[config.mk]
export PLATFORM = sky130hd
export DESIGN_NAME = matrix_power_by_squaring
export DESIGN_NICKNAME = d
export VERILOG_FILES = /design/src/rtl/core/mps_pkg.sv /design/src/rtl/core/mps_ctrl.sv /design/src/rtl/core/mps_dp.sv /design/src/rtl/core/matrix_power_by_squaring.sv
export SDC_FILE = /design/constraint.sdc
export NUM_CORES = 2
export LEC_CHECK = 0
export BUFFER_PORTS_ARGS = -buffer_cell sky130_fd_sc_hd__buf_2
export CAP_MARGIN = 10
export CORE_ASPECT_RATIO = 1.1
export CORE_UTILIZATION = 58
export CTS_CLUSTER_SIZE = 40
export DETAILED_ROUTE_END_ITERATION = 10
export MAX_ROUTING_LAYER = met4
export PLACE_DENSITY = 0.86
export SYNTH_ARGS = -nofsm -noshare
export SYNTH_HDL_FRONTEND = slang
export SYNTH_HIERARCHICAL = 1
export SYNTH_SLANG_ARGS = --single-unit
[constraint.sdc]
create_clock -name clk -period 6.8 [get_ports clk]
set_input_delay 0 -clock clk [delete_from_list [all_inputs] [get_ports clk]]
set_output_delay 0 -clock clk [all_outputs]
set_load 0.02 [all_outputs]
[src/rtl/core/mps_pkg.sv]
// mps_pkg: shared constants, types and helpers for the matrix power block
// used by mps_ctrl, mps_dp and matrix_power_by_squaring; no dependencies
package mps_pkg;

  // matrix shape and exponent scan length
  localparam int DIM      = 3;
  localparam int EXP_BITS = 16;
  localparam int CELLS    = DIM * DIM;

  // field widths fixed by the stream format
  localparam int WORD_W   = 32;
  localparam int ROW_W    = 2;
  localparam int EXP_W    = 16;
  localparam int S_DATA_W = 56;
  localparam int M_DATA_W = 40;

  // derived counter and index widths
  localparam int CNT_W = (DIM > 1) ? $clog2(DIM) : 1;
  localparam int IDX_W = (CELLS > 1) ? $clog2(CELLS) : 1;
  localparam int BIT_W = (EXP_BITS > 1) ? $clog2(EXP_BITS) : 1;

  typedef enum logic {
    OP_LOAD  = 1'b0,
    OP_POWER = 1'b1
  } op_t;

  typedef enum logic [2:0] {
    ST_IDLE,
    ST_INIT,
    ST_ISSUE,
    ST_DRAIN,
    ST_EMIT_RD,
    ST_EMIT_LD
  } state_t;

  // controller to datapath commands
  typedef struct packed {
    logic             base_we;
    logic             init_we;
    logic             init_one;
    logic             mac_vld;
    logic             mac_first;
    logic             mac_last;
    logic             b_base;
    logic             rd_bank;
    logic             wr_bank;
    logic [IDX_W-1:0] a_idx;
    logic [IDX_W-1:0] b_idx;
    logic [IDX_W-1:0] dest_idx;
    logic             out_rd;
    logic             out_ld;
    logic [ROW_W-1:0] out_row;
    logic [ROW_W-1:0] out_col;
    logic             out_last;
  } mps_cmd_t;

  // datapath to controller status
  typedef struct packed {
    logic out_free;
  } mps_sts_t;

  // row-major cell address
  function automatic logic [IDX_W-1:0] cell_idx(input logic [CNT_W-1:0] r,
                                                input logic [CNT_W-1:0] c);
    cell_idx = IDX_W'(int'(r) * DIM + int'(c));
  endfunction

endpackage

[src/rtl/core/mps_ctrl.sv]
// mps_ctrl: sequencer for load, identity init, the product loop and result emission
// depends on mps_pkg; drives mps_dp through mps_cmd_t
module mps_ctrl
  import mps_pkg::*;
(
  input  logic             clk,
  input  logic             rst,
  input  logic             s_tvalid,
  output logic             s_tready,
  input  op_t              op,
  input  logic [EXP_W-1:0] exponent,
  input  mps_sts_t         sts,
  output mps_cmd_t         cmd
);

  localparam logic [CNT_W-1:0] LAST_CNT = CNT_W'(DIM - 1);

  state_t                state, state_next;
  logic [EXP_BITS-1:0]   exp_q, exp_q_next;
  logic [BIT_W-1:0]      bit_idx, bit_idx_next;
  logic                  phase_mul, phase_mul_next;
  logic                  bank, bank_next;
  logic                  drain, drain_next;
  logic [CNT_W-1:0]      r, r_next;
  logic [CNT_W-1:0]      c, c_next;
  logic [CNT_W-1:0]      k, k_next;

  // state and counters
  always_ff @(posedge clk) begin
    if (rst) begin
      state <= ST_IDLE;
    end else begin
      state <= state_next;
    end
    exp_q     <= exp_q_next;
    bit_idx   <= bit_idx_next;
    phase_mul <= phase_mul_next;
    bank      <= bank_next;
    drain     <= drain_next;
    r         <= r_next;
    c         <= c_next;
    k         <= k_next;
  end

  // next state and commands
  always_comb begin
    state_next     = state;
    exp_q_next     = exp_q;
    bit_idx_next   = bit_idx;
    phase_mul_next = phase_mul;
    bank_next      = bank;
    drain_next     = drain;
    r_next         = r;
    c_next         = c;
    k_next         = k;
    s_tready       = 1'b0;
    cmd            = '0;

    case (state)
      ST_IDLE: begin
        s_tready = 1'b1;
        if (s_tvalid) begin
          if (op == OP_LOAD) begin
            cmd.base_we = 1'b1;
          end else begin
            exp_q_next = exponent[EXP_BITS-1:0];
            bank_next  = 1'b0;
            r_next     = '0;
            c_next     = '0;
            state_next = ST_INIT;
          end
        end
      end

      // write the identity into the current bank
      ST_INIT: begin
        cmd.init_we  = 1'b1;
        cmd.init_one = (r == c);
        cmd.wr_bank  = bank;
        cmd.dest_idx = cell_idx(r, c);
        if (c == LAST_CNT) begin
          c_next = '0;
          if (r == LAST_CNT) begin
            r_next         = '0;
            k_next         = '0;
            bit_idx_next   = BIT_W'(EXP_BITS - 1);
            phase_mul_next = 1'b0;
            state_next     = ST_ISSUE;
          end else begin
            r_next = r + 1'b1;
          end
        end else begin
          c_next = c + 1'b1;
        end
      end

      // one multiply-accumulate term per cycle, k innermost
      ST_ISSUE: begin
        cmd.mac_vld   = 1'b1;
        cmd.mac_first = (k == '0);
        cmd.mac_last  = (k == LAST_CNT);
        cmd.a_idx     = cell_idx(r, k);
        cmd.b_idx     = cell_idx(k, c);
        cmd.b_base    = phase_mul;
        cmd.rd_bank   = bank;
        cmd.wr_bank   = ~bank;
        cmd.dest_idx  = cell_idx(r, c);
        if (k == LAST_CNT) begin
          k_next = '0;
          if (c == LAST_CNT) begin
            c_next = '0;
            if (r == LAST_CNT) begin
              r_next     = '0;
              drain_next = 1'b0;
              state_next = ST_DRAIN;
            end else begin
              r_next = r + 1'b1;
            end
          end else begin
            c_next = c + 1'b1;
          end
        end else begin
          k_next = k + 1'b1;
        end
      end

      // let the last sums reach the write port, then pick the next product or start emission
      ST_DRAIN: begin
        if (!drain) begin
          drain_next = 1'b1;
        end else begin
          bank_next = ~bank;
          if (!phase_mul && exp_q[bit_idx]) begin
            phase_mul_next = 1'b1;
            state_next     = ST_ISSUE;
          end else if (bit_idx == '0) begin
            r_next     = '0;
            c_next     = '0;
            state_next = ST_EMIT_RD;
          end else begin
            bit_idx_next   = bit_idx - 1'b1;
            phase_mul_next = 1'b0;
            state_next     = ST_ISSUE;
          end
        end
      end

      ST_EMIT_RD: begin
        if (sts.out_free) begin
          cmd.out_rd  = 1'b1;
          cmd.rd_bank = bank;
          cmd.a_idx   = cell_idx(r, c);
          state_next  = ST_EMIT_LD;
        end
      end

      ST_EMIT_LD: begin
        cmd.out_ld   = 1'b1;
        cmd.out_row  = ROW_W'(r);
        cmd.out_col  = ROW_W'(c);
        cmd.out_last = (r == LAST_CNT) && (c == LAST_CNT);
        state_next   = ST_EMIT_RD;
        if (c == LAST_CNT) begin
          c_next = '0;
          if (r == LAST_CNT) begin
            r_next     = '0;
            state_next = ST_IDLE;
          end else begin
            r_next = r + 1'b1;
          end
        end else begin
          c_next = c + 1'b1;
        end
      end

      default: begin
        state_next = ST_IDLE;
      end
    endcase
  end

endmodule

[src/rtl/core/mps_dp.sv]
// mps_dp: base and working matrix stores, shared multiply-accumulate pipe, output register
// depends on mps_pkg; commanded by mps_ctrl
module mps_dp
  import mps_pkg::*;
(
  input  logic                     clk,
  input  logic                     rst,
  input  mps_cmd_t                 cmd,
  output mps_sts_t                 sts,
  input  logic [ROW_W-1:0]         ld_row,
  input  logic [ROW_W-1:0]         ld_col,
  input  logic signed [WORD_W-1:0] ld_value,
  output logic                     out_valid,
  input  logic                     out_ready,
  output logic [ROW_W-1:0]         out_row,
  output logic [ROW_W-1:0]         out_col,
  output logic signed [WORD_W-1:0] out_value,
  output logic                     out_last
);

  // base matrix and two banks of working matrix (accumulator / product)
  logic [WORD_W-1:0] base [CELLS];
  logic [WORD_W-1:0] work [2][CELLS];

  logic [WORD_W-1:0] rd_a, rd_b;
  logic              s1_vld, s1_first, s1_last, s1_bank;
  logic [IDX_W-1:0]  s1_dest;
  logic              s2_vld, s2_first, s2_last, s2_bank;
  logic [IDX_W-1:0]  s2_dest;
  logic [WORD_W-1:0] prod;
  logic [WORD_W-1:0] acc;
  logic [WORD_W-1:0] sum;
  logic [WORD_W-1:0] out_word;
  logic              ld_in_range;

  assign ld_in_range = (int'(ld_row) < DIM) && (int'(ld_col) < DIM);

  // base loads
  always_ff @(posedge clk) begin
    if (cmd.base_we && ld_in_range) begin
      base[cell_idx(CNT_W'(ld_row), CNT_W'(ld_col))] <= ld_value;
    end
  end

  // operand reads, registered
  always_ff @(posedge clk) begin
    if (cmd.mac_vld || cmd.out_rd) begin
      rd_a <= work[cmd.rd_bank][cmd.a_idx];
    end
    if (cmd.mac_vld) begin
      rd_b <= cmd.b_base ? base[cmd.b_idx] : work[cmd.rd_bank][cmd.b_idx];
    end
  end

  // pipe control
  always_ff @(posedge clk) begin
    if (rst) begin
      s1_vld <= 1'b0;
      s2_vld <= 1'b0;
    end else begin
      s1_vld <= cmd.mac_vld;
      s2_vld <= s1_vld;
    end
  end

  // pipe payload: multiply, then accumulate
  always_ff @(posedge clk) begin
    s1_first <= cmd.mac_first;
    s1_last  <= cmd.mac_last;
    s1_bank  <= cmd.wr_bank;
    s1_dest  <= cmd.dest_idx;
    s2_first <= s1_first;
    s2_last  <= s1_last;
    s2_bank  <= s1_bank;
    s2_dest  <= s1_dest;
    prod     <= rd_a * rd_b;
    if (s2_vld) begin
      acc <= sum;
    end
  end

  assign sum = s2_first ? prod : acc + prod;

  // working store write port: identity init or finished dot product
  always_ff @(posedge clk) begin
    if (cmd.init_we) begin
      work[cmd.wr_bank][cmd.dest_idx] <= cmd.init_one ? WORD_W'(1) : '0;
    end else if (s2_vld && s2_last) begin
      work[s2_bank][s2_dest] <= sum;
    end
  end

  // output register
  always_ff @(posedge clk) begin
    if (rst) begin
      out_valid <= 1'b0;
    end else if (cmd.out_ld) begin
      out_valid <= 1'b1;
    end else if (out_ready) begin
      out_valid <= 1'b0;
    end
  end

  always_ff @(posedge clk) begin
    if (cmd.out_ld) begin
      out_row  <= cmd.out_row;
      out_col  <= cmd.out_col;
      out_word <= rd_a;
      out_last <= cmd.out_last;
    end
  end

  assign out_value    = $signed(out_word);
  assign sts.out_free = !out_valid || out_ready;

endmodule

[src/rtl/core/matrix_power_by_squaring.sv]
// matrix_power_by_squaring: top level of the integer matrix power block
// depends on mps_pkg, mps_ctrl and mps_dp
//
//   channel   dir  handshake                     payload
//   s_axis    in   s_axis_tvalid/s_axis_tready   tuser op; tdata row, col, value, exponent
//   m_axis    out  m_axis_tvalid/m_axis_tready   tdata row, col, value; tlast on final entry
//
// a load beat writes its base entry; a power beat runs identity init, then
// 16 + popcount(n) matrix products (27 multiply-accumulates each on the one shared
// multiplier, then a pipe drain), then a read and a load per result beat
// synchronous active-high reset clears the sequencer, pipe and output valid
// a stalled output holds the result walk; no input is taken until it ends
module matrix_power_by_squaring
  import mps_pkg::*;
(
  input  logic                clk,
  input  logic                rst,
  input  logic                s_axis_tvalid,
  output logic                s_axis_tready,
  // row_index[1:0], col_index[3:2], elem_value[35:4], exponent[51:36], zero pad
  input  logic [S_DATA_W-1:0] s_axis_tdata,
  // op[0]
  input  logic                s_axis_tuser,
  output logic                m_axis_tvalid,
  input  logic                m_axis_tready,
  // out_row[1:0], out_col[3:2], out_value[35:4], zero pad
  output logic [M_DATA_W-1:0] m_axis_tdata,
  output logic                m_axis_tlast
);

  mps_cmd_t                 cmd;
  mps_sts_t                 sts;
  op_t                      op;
  logic [ROW_W-1:0]         out_row;
  logic [ROW_W-1:0]         out_col;
  logic signed [WORD_W-1:0] out_value;

  assign op = op_t'(s_axis_tuser);

  mps_ctrl u_ctrl (
    .clk      (clk),
    .rst      (rst),
    .s_tvalid (s_axis_tvalid),
    .s_tready (s_axis_tready),
    .op       (op),
    .exponent (s_axis_tdata[51:36]),
    .sts      (sts),
    .cmd      (cmd)
  );

  mps_dp u_dp (
    .clk       (clk),
    .rst       (rst),
    .cmd       (cmd),
    .sts       (sts),
    .ld_row    (s_axis_tdata[1:0]),
    .ld_col    (s_axis_tdata[3:2]),
    .ld_value  ($signed(s_axis_tdata[35:4])),
    .out_valid (m_axis_tvalid),
    .out_ready (m_axis_tready),
    .out_row   (out_row),
    .out_col   (out_col),
    .out_value (out_value),
    .out_last  (m_axis_tlast)
  );

  // pack result beat
  assign m_axis_tdata = {4'b0000, out_value, out_col, out_row};

  // output register is never reloaded while a beat still waits
  a_no_overwrite: assert property (@(posedge clk) disable iff (rst)
    cmd.out_ld |-> !m_axis_tvalid)
    else $error("output register reloaded while holding a beat");

  // input is never taken while the multiply pipe runs
  a_no_accept_busy: assert property (@(posedge clk) disable iff (rst)
    s_axis_tready |-> !cmd.mac_vld && !cmd.init_we)
    else $error("input ready during matrix work");

  // a result load always comes in the cycle after its read
  a_read_then_load: assert property (@(posedge clk) disable iff (rst)
    cmd.out_ld |-> $past(cmd.out_rd))
    else $error("result loaded without a preceding read");

  // the final beat is the bottom-right entry
  a_last_cell: assert property (@(posedge clk) disable iff (rst)
    m_axis_tvalid && m_axis_tlast |->
      (out_row == ROW_W'(DIM - 1)) && (out_col == ROW_W'(DIM - 1)))
    else $error("last marker on wrong entry");

endmodule
# Word-level counts from Yosys, hierarchy flattened
# Memories as Yosys holds them, arrays and structs flattened.
# Index checks and enable logic that the tools add are counted.
dict set report word_totals {
  regBits 214
  ram_bits 864
  n_memories 2
  out_inout_bits 43
}
# memory depth word_bits rd rd_ports_with_merged_regs write_ports line_no
set mem_list {}
lappend mem_list {u_dp.work 2 288 1 0 1 mps_dp.sv:23} ;# logic [WORD_W-1:0] work [2][CELLS];
lappend mem_list {u_dp.base 9 32 1 0 1 mps_dp.sv:22} ;# logic [WORD_W-1:0] base [CELLS];
dict set report op_classes {
  mux 91
  addsub 9
  reduce_logical 31
  magnitude_cmp 9
  bitwise 5
  n_eq_ne 22
  n_mul 4
}
# cell n
set ops {}
lappend ops {{two-way mux 288 bit} 4}
lappend ops {{OR reduction 288 bit} 1}
lappend ops {{binary-select mux 32 bit (select 4 bit)} 2}
lappend ops {{demux 32 bit (select 4 bit)} 2}
lappend ops {{two-way mux 32 bit} 8}
lappend ops {{two-way mux 3 bit} 13}
lappend ops {{two-way mux 4 bit} 9}
lappend ops {{adder 32 bit} 1}
lappend ops {{multiplier 32 x 32 -> 32 bit} 1}
lappend ops {{two-way mux 2 bit} 14}
lappend ops {{two-way mux 1 bit} 26}
lappend ops {{>= comparator 5 bit, second input constant} 4}
lappend ops {{inverter 4 -> 5 bit} 4}
lappend ops {{one-hot mux 3 bit (6 select lines)} 1}
lappend ops {{adder 4 x 3 -> 4 bit} 4}
lappend ops {{one-hot mux 2 bit (4 select lines)} 2}
lappend ops {{one-hot mux 4 bit (2 select lines)} 2}
lappend ops {{inequality test 2 x 1 -> 1 bit, second input constant} 7}
lappend ops {{multiplier 2 x 2 -> 4 bit, second input constant} 3}
lappend ops {{less-than comparator 5 x 1 -> 1 bit, second input constant} 2}
lappend ops {{inequality test 2 bit, second input constant} 5}
lappend ops {{one-hot mux 1 bit (2 select lines)} 5}
lappend ops {{nonzero test 2 bit} 5}
lappend ops {{AND reduction 9 bit} 1}
lappend ops {{other kinds (27)} 45}

# Longest topological paths before layout
dict set report logic_depth {
  ltp_word 10
  ltp_mapped 28
}

# By module
# The synthesis kept the hierarchy.
# module cells_each area_per_inst_um2 seq_area_each_um2 n_inst
set modules_own_cells {}
lappend modules_own_cells {mps_dp 3978 60200.2 30919.7 1}
lappend modules_own_cells {mps_ctrl 202 2104.5 930.9 1}
lappend modules_own_cells {matrix_power_by_squaring 5 33.8 0.0 1}

# Worst setup path before layout
# No wires, ideal clock.
dict set report synth_timing {
  path_kind {register to register}
  start {register u_dp.rd_b[2]}
  end {register u_dp.prod[30]}
  arrival_ps 6801
  setup_slack_ps -72
  required_ps 6728
  setup_ps 72
  synth_period_minus_slack_ps 6872
  stages_incl_launch_ff 26
  path_cell_list {edfxtp_1 > clkbuf_1 > clkbuf_1 > and2_1 > fa_1 > inv_1 > fa_1 > fa_1 > fa_1 > inv_1 > fa_1 > inv_1 > fa_1 > inv_1 > fa_1 > fa_1 > ha_1 > nand4_1 > a311oi_1 > a221oi_1 > o41a_1 > o21a_1 > nor2b_1 > a41oi_1 > o21ai_1 > xor2_1}
}
dict set report synth_via {
  elab_chain_len 1
}
# element line_no
set synth_rtl {}
lappend synth_rtl {{start: declaration} mps_dp.sv:25} ;# logic [WORD_W-1:0] rd_a, rd_b;
lappend synth_rtl {{start signal: assignment} mps_dp.sv:51} ;# rd_b <= cmd.b_base ? base[cmd.b_idx] : work[cmd.rd_bank][cmd.b_idx];
lappend synth_rtl {{multiplier 32 x 32 -> 32 bit} mps_dp.sv:76} ;# prod <= rd_a * rd_b;
lappend synth_rtl {{end signal: assignment} mps_dp.sv:76}
lappend synth_rtl {{end: declaration} mps_dp.sv:30} ;# logic [WORD_W-1:0] prod;
# Every way passes these cells.
# A chain may end at the register's enable or synchronous reset.

# Final worst setup path
dict set report layout_timing {
  start {register u_dp.rd_b[7]}
  end {register u_dp.prod[30]}
}
# Same word-level chain as after synthesis.

==> impl_metrics.ini <==
[place]
hpwlAfterDp_um = 116000
io_buffers = 95
gp_congestion = 0.951

[layout]
final_util_pct = 66.2
final_nets = 5084
final_cell_mix = 1026 x edfxtp_1, 452 x inv_1, 411 x fa_1
area_delta_synth_final_pct = 12.6
nFillCells = 6708
drive_above_1_share_pct = 21.7
layout_commonest_cell = edfxtp_1

[drt]
route.met3.wl_um = 21100
drtPass1Iterations = 7
route.antenna.remaining_nets = 0
num_vias = 40000
drc = 0
met1_length_um = 58600
wl_per_cell_um = 31.0
wl_um = 184000
vias_per_cell = 6.74
first_iter_violations = 5567
wl_met2_um = 89700
top_layer = met4

[floorplan]
coreArea_um2 = 106000
dieHeight_um = 346
rows = 125
io-pin-count = 104
floorplan.initialDensity_pct = 58.8
design.die.area_um2 = 109000
die_w_um = 315

[synth]
ys_seq_area_share_pct = 51.1
synth_flop_cell = edfxtp_1
async_flop_share_pct = 0
yosysWarnings = 6
synth_area_per_cell_um2 = 14.9
synth_cell_types = 82
synthesis.area_um2 = 62300
synth_edf_count = 1026
syn_inst = 4185
ys_ff_latch = 1078

[grt]
grt_pass1_wl_um = 272000
antenna_found_initial = 13
grt_usage_pct = 35.4
grt_overflow = 0
grt_max_degree = 130
grt_pass1_vias = 42000

[worst_setup_path]
end_kind = flip-flop
worstPathRequired_ns = 7.40
cp_data_arrival_time_ns = 7.51
cp_common_cell = fa_1
crit_path_cell_trace = buf_4 > and2_1 > fa_1 > fa_1 > fa_1 > inv_1 > fa_1 > inv_1 > fa_1 > fa_1 > fa_1 > fa_1 > ha_4 > nand4_1 > a311oi_1 > a221oi_1 > o41a_1 > o21a_1 > nor2b_2 > a41oi_2 > o21ai_2 > xor2_1
cp_max_fo = 5
cp_slowest_cell = fa_1
r2r_setup_slack_ns = -0.11
cp_slowest_stage_delay_ns = 0.55
start_kind = flip-flop
path_class = flip-flop to flip-flop

[clock_network]
cts_tree = built
cts_buffers = 107
cts.sinks = 1078
insertion_delay_ns = 0.72
clk_pin_slew_ns = 0.07
htree_num_levels = 3
clockBufferDepth = 3
cts_root_buffer = clkbuf_16

[outcome]
status = finished with violations
violations = negative setup slack

[timing]
setup_ws_ns = -0.113
finalCritPeriodShare_pct = 102
finalSetupViolations = 2
slew_headroom_pct = 14.5
fmax_ghz = 0.145
post-route-min-period_ns = 6.91
hold_slack_ns = 0.00847
final_hold_viol_count = 0
finalMaxSlewViolations = 0
tightestPinTransition_ns = 1.27
rsz0062_at_grt = true
finClkSkew_ns = 0.0548

[worst_hold_path]
hp-class = primary input to flip-flop

[job]
max-cap-violations = 0
-- cells in the mapped netlist, drive strengths merged, types with 20 or more instances --
cell | count | share of area (%)
a21oi | 97 | 0.78
nor3 | 25 | 0.21
inv | 462 | 2.8
nand3 | 20 | 0.16
o22ai | 36 | 0.36
ha | 173 | 3.5
buf | 69 | 0.56
edfxtp | 1026 | 49
fa | 415 | 13
mux4 | 386 | 14
and2 | 350 | 3.5
xor2 | 35 | 0.49
a211oi | 39 | 0.47
nand2 | 302 | 1.8
a21o | 20 | 0.24
clkbuf | 166 | 1.0
xnor2 | 83 | 1.2
nor2 | 96 | 0.58
dfxtp | 52 | 1.7
nor2b | 21 | 0.22
o21ai | 95 | 0.77
mux2i | 72 | 1.2
-- sequential cells by signal, indices dropped and copies added, names as in the netlist, 3 cells and up --
signal / count
u_ctrl/exp_q: 16
u_dp/rd_a: 32
u_ctrl/state: 3
u_ctrl/bit_idx: 4
u_dp/rd_b: 32
u_dp/s1_dest: 4
u_dp/acc: 32
u_dp/base: 288
u_dp/s2_dest: 4
u_dp/prod: 32
u_dp/out_value: 32
u_dp/work: 576
-- through the flow --
stage | setup WS, ns | instance area [um^2] | std cells | TNS (ns)
floorplan | 0.0145 | 62400 | 4188 | 0
global placement | -0.109 | 65600 | 5640 | -0.423
detailed placement | -0.199 | 65600 | 5640 | -0.939
CTS | -0.0343 | 69900 | 5913 | -0.0594
global route | -0.313 | 70200 | 5931 | -1.47
finish | -0.113 | 70200 | 5932 | -0.219
-- worst max-delay path: cells and delay by family (launching register included) --
kind | cells | cell delay (ns)
simple gates | 3 | 0.44
flops | 1 | 0.47
fa+ha+maj | 9 | 4.28
buf+inv | 3 | 0.30
xor+xnor | 1 | 0.16
compound gates | 6 | 1.15
-- path summary, 6_finish.rpt --
check / endpoint / cells past startpoint / from
max: u_dp/prod[30]$_DFF_P_ / 22 / u_dp/rd_b[7]$_DFFE_PP_
min: u_ctrl/exp_q[10]$_DFFE_PP_ / 2 / s_axis_tdata[46]
max reg2reg: u_dp/prod[30]$_DFF_P_ / 22 / u_dp/rd_b[7]$_DFFE_PP_
min reg2reg: u_dp/s2_first$_DFF_P_ / 0 / u_dp/s1_first$_DFF_P_
-- cells by family (layout without fill, tap and decap cells) --
family	Yosys count	after routing	synth area share, %
AO/OA/AOI/OAI	359	359	3.66
flip-flops	1078	1078	51.1
XOR/XNOR	118	118	1.66
buffers and inverters	698	1034	4.35
AND/OR/NAND/NOR	879	879	7.22
multiplexers	464	464	15.2
other	1	15	0.00602
adder cells (fa/ha/maj)	588	588	16.8
-- repair_timing --
action                                 CTS  global route
buffers inserted                        16             7
setup endpoints to repair                8            13
hold buffers                            59             0
pin swaps                               34            37
endpoints found under the hold margin  315             0
gates resized for setup                 31            47
-- cell type report --
class	count	area [um^2]	area share (%)
sequential	1078	31900	45.4
multi-input combinational	2412	28300	40.3
timing repair buffer	373	3040	4.33
clock buffer	135	2800	4.00
tap	1397	1750	2.49
inverter	463	1740	2.48
clock inverter	63	673	0.959
antenna	11	27.5	0.0392
-- layer usage --
layer,vias up,global-route usage (%)
met5,-,-
met2,3389,55.8
met1,20100,41.9
li1,15600,-
met4,0,21.6
met3,921,7.54
Power is not shown: default switching activity piles up to over one toggle a cycle in this logic, so the estimate is an artifact.
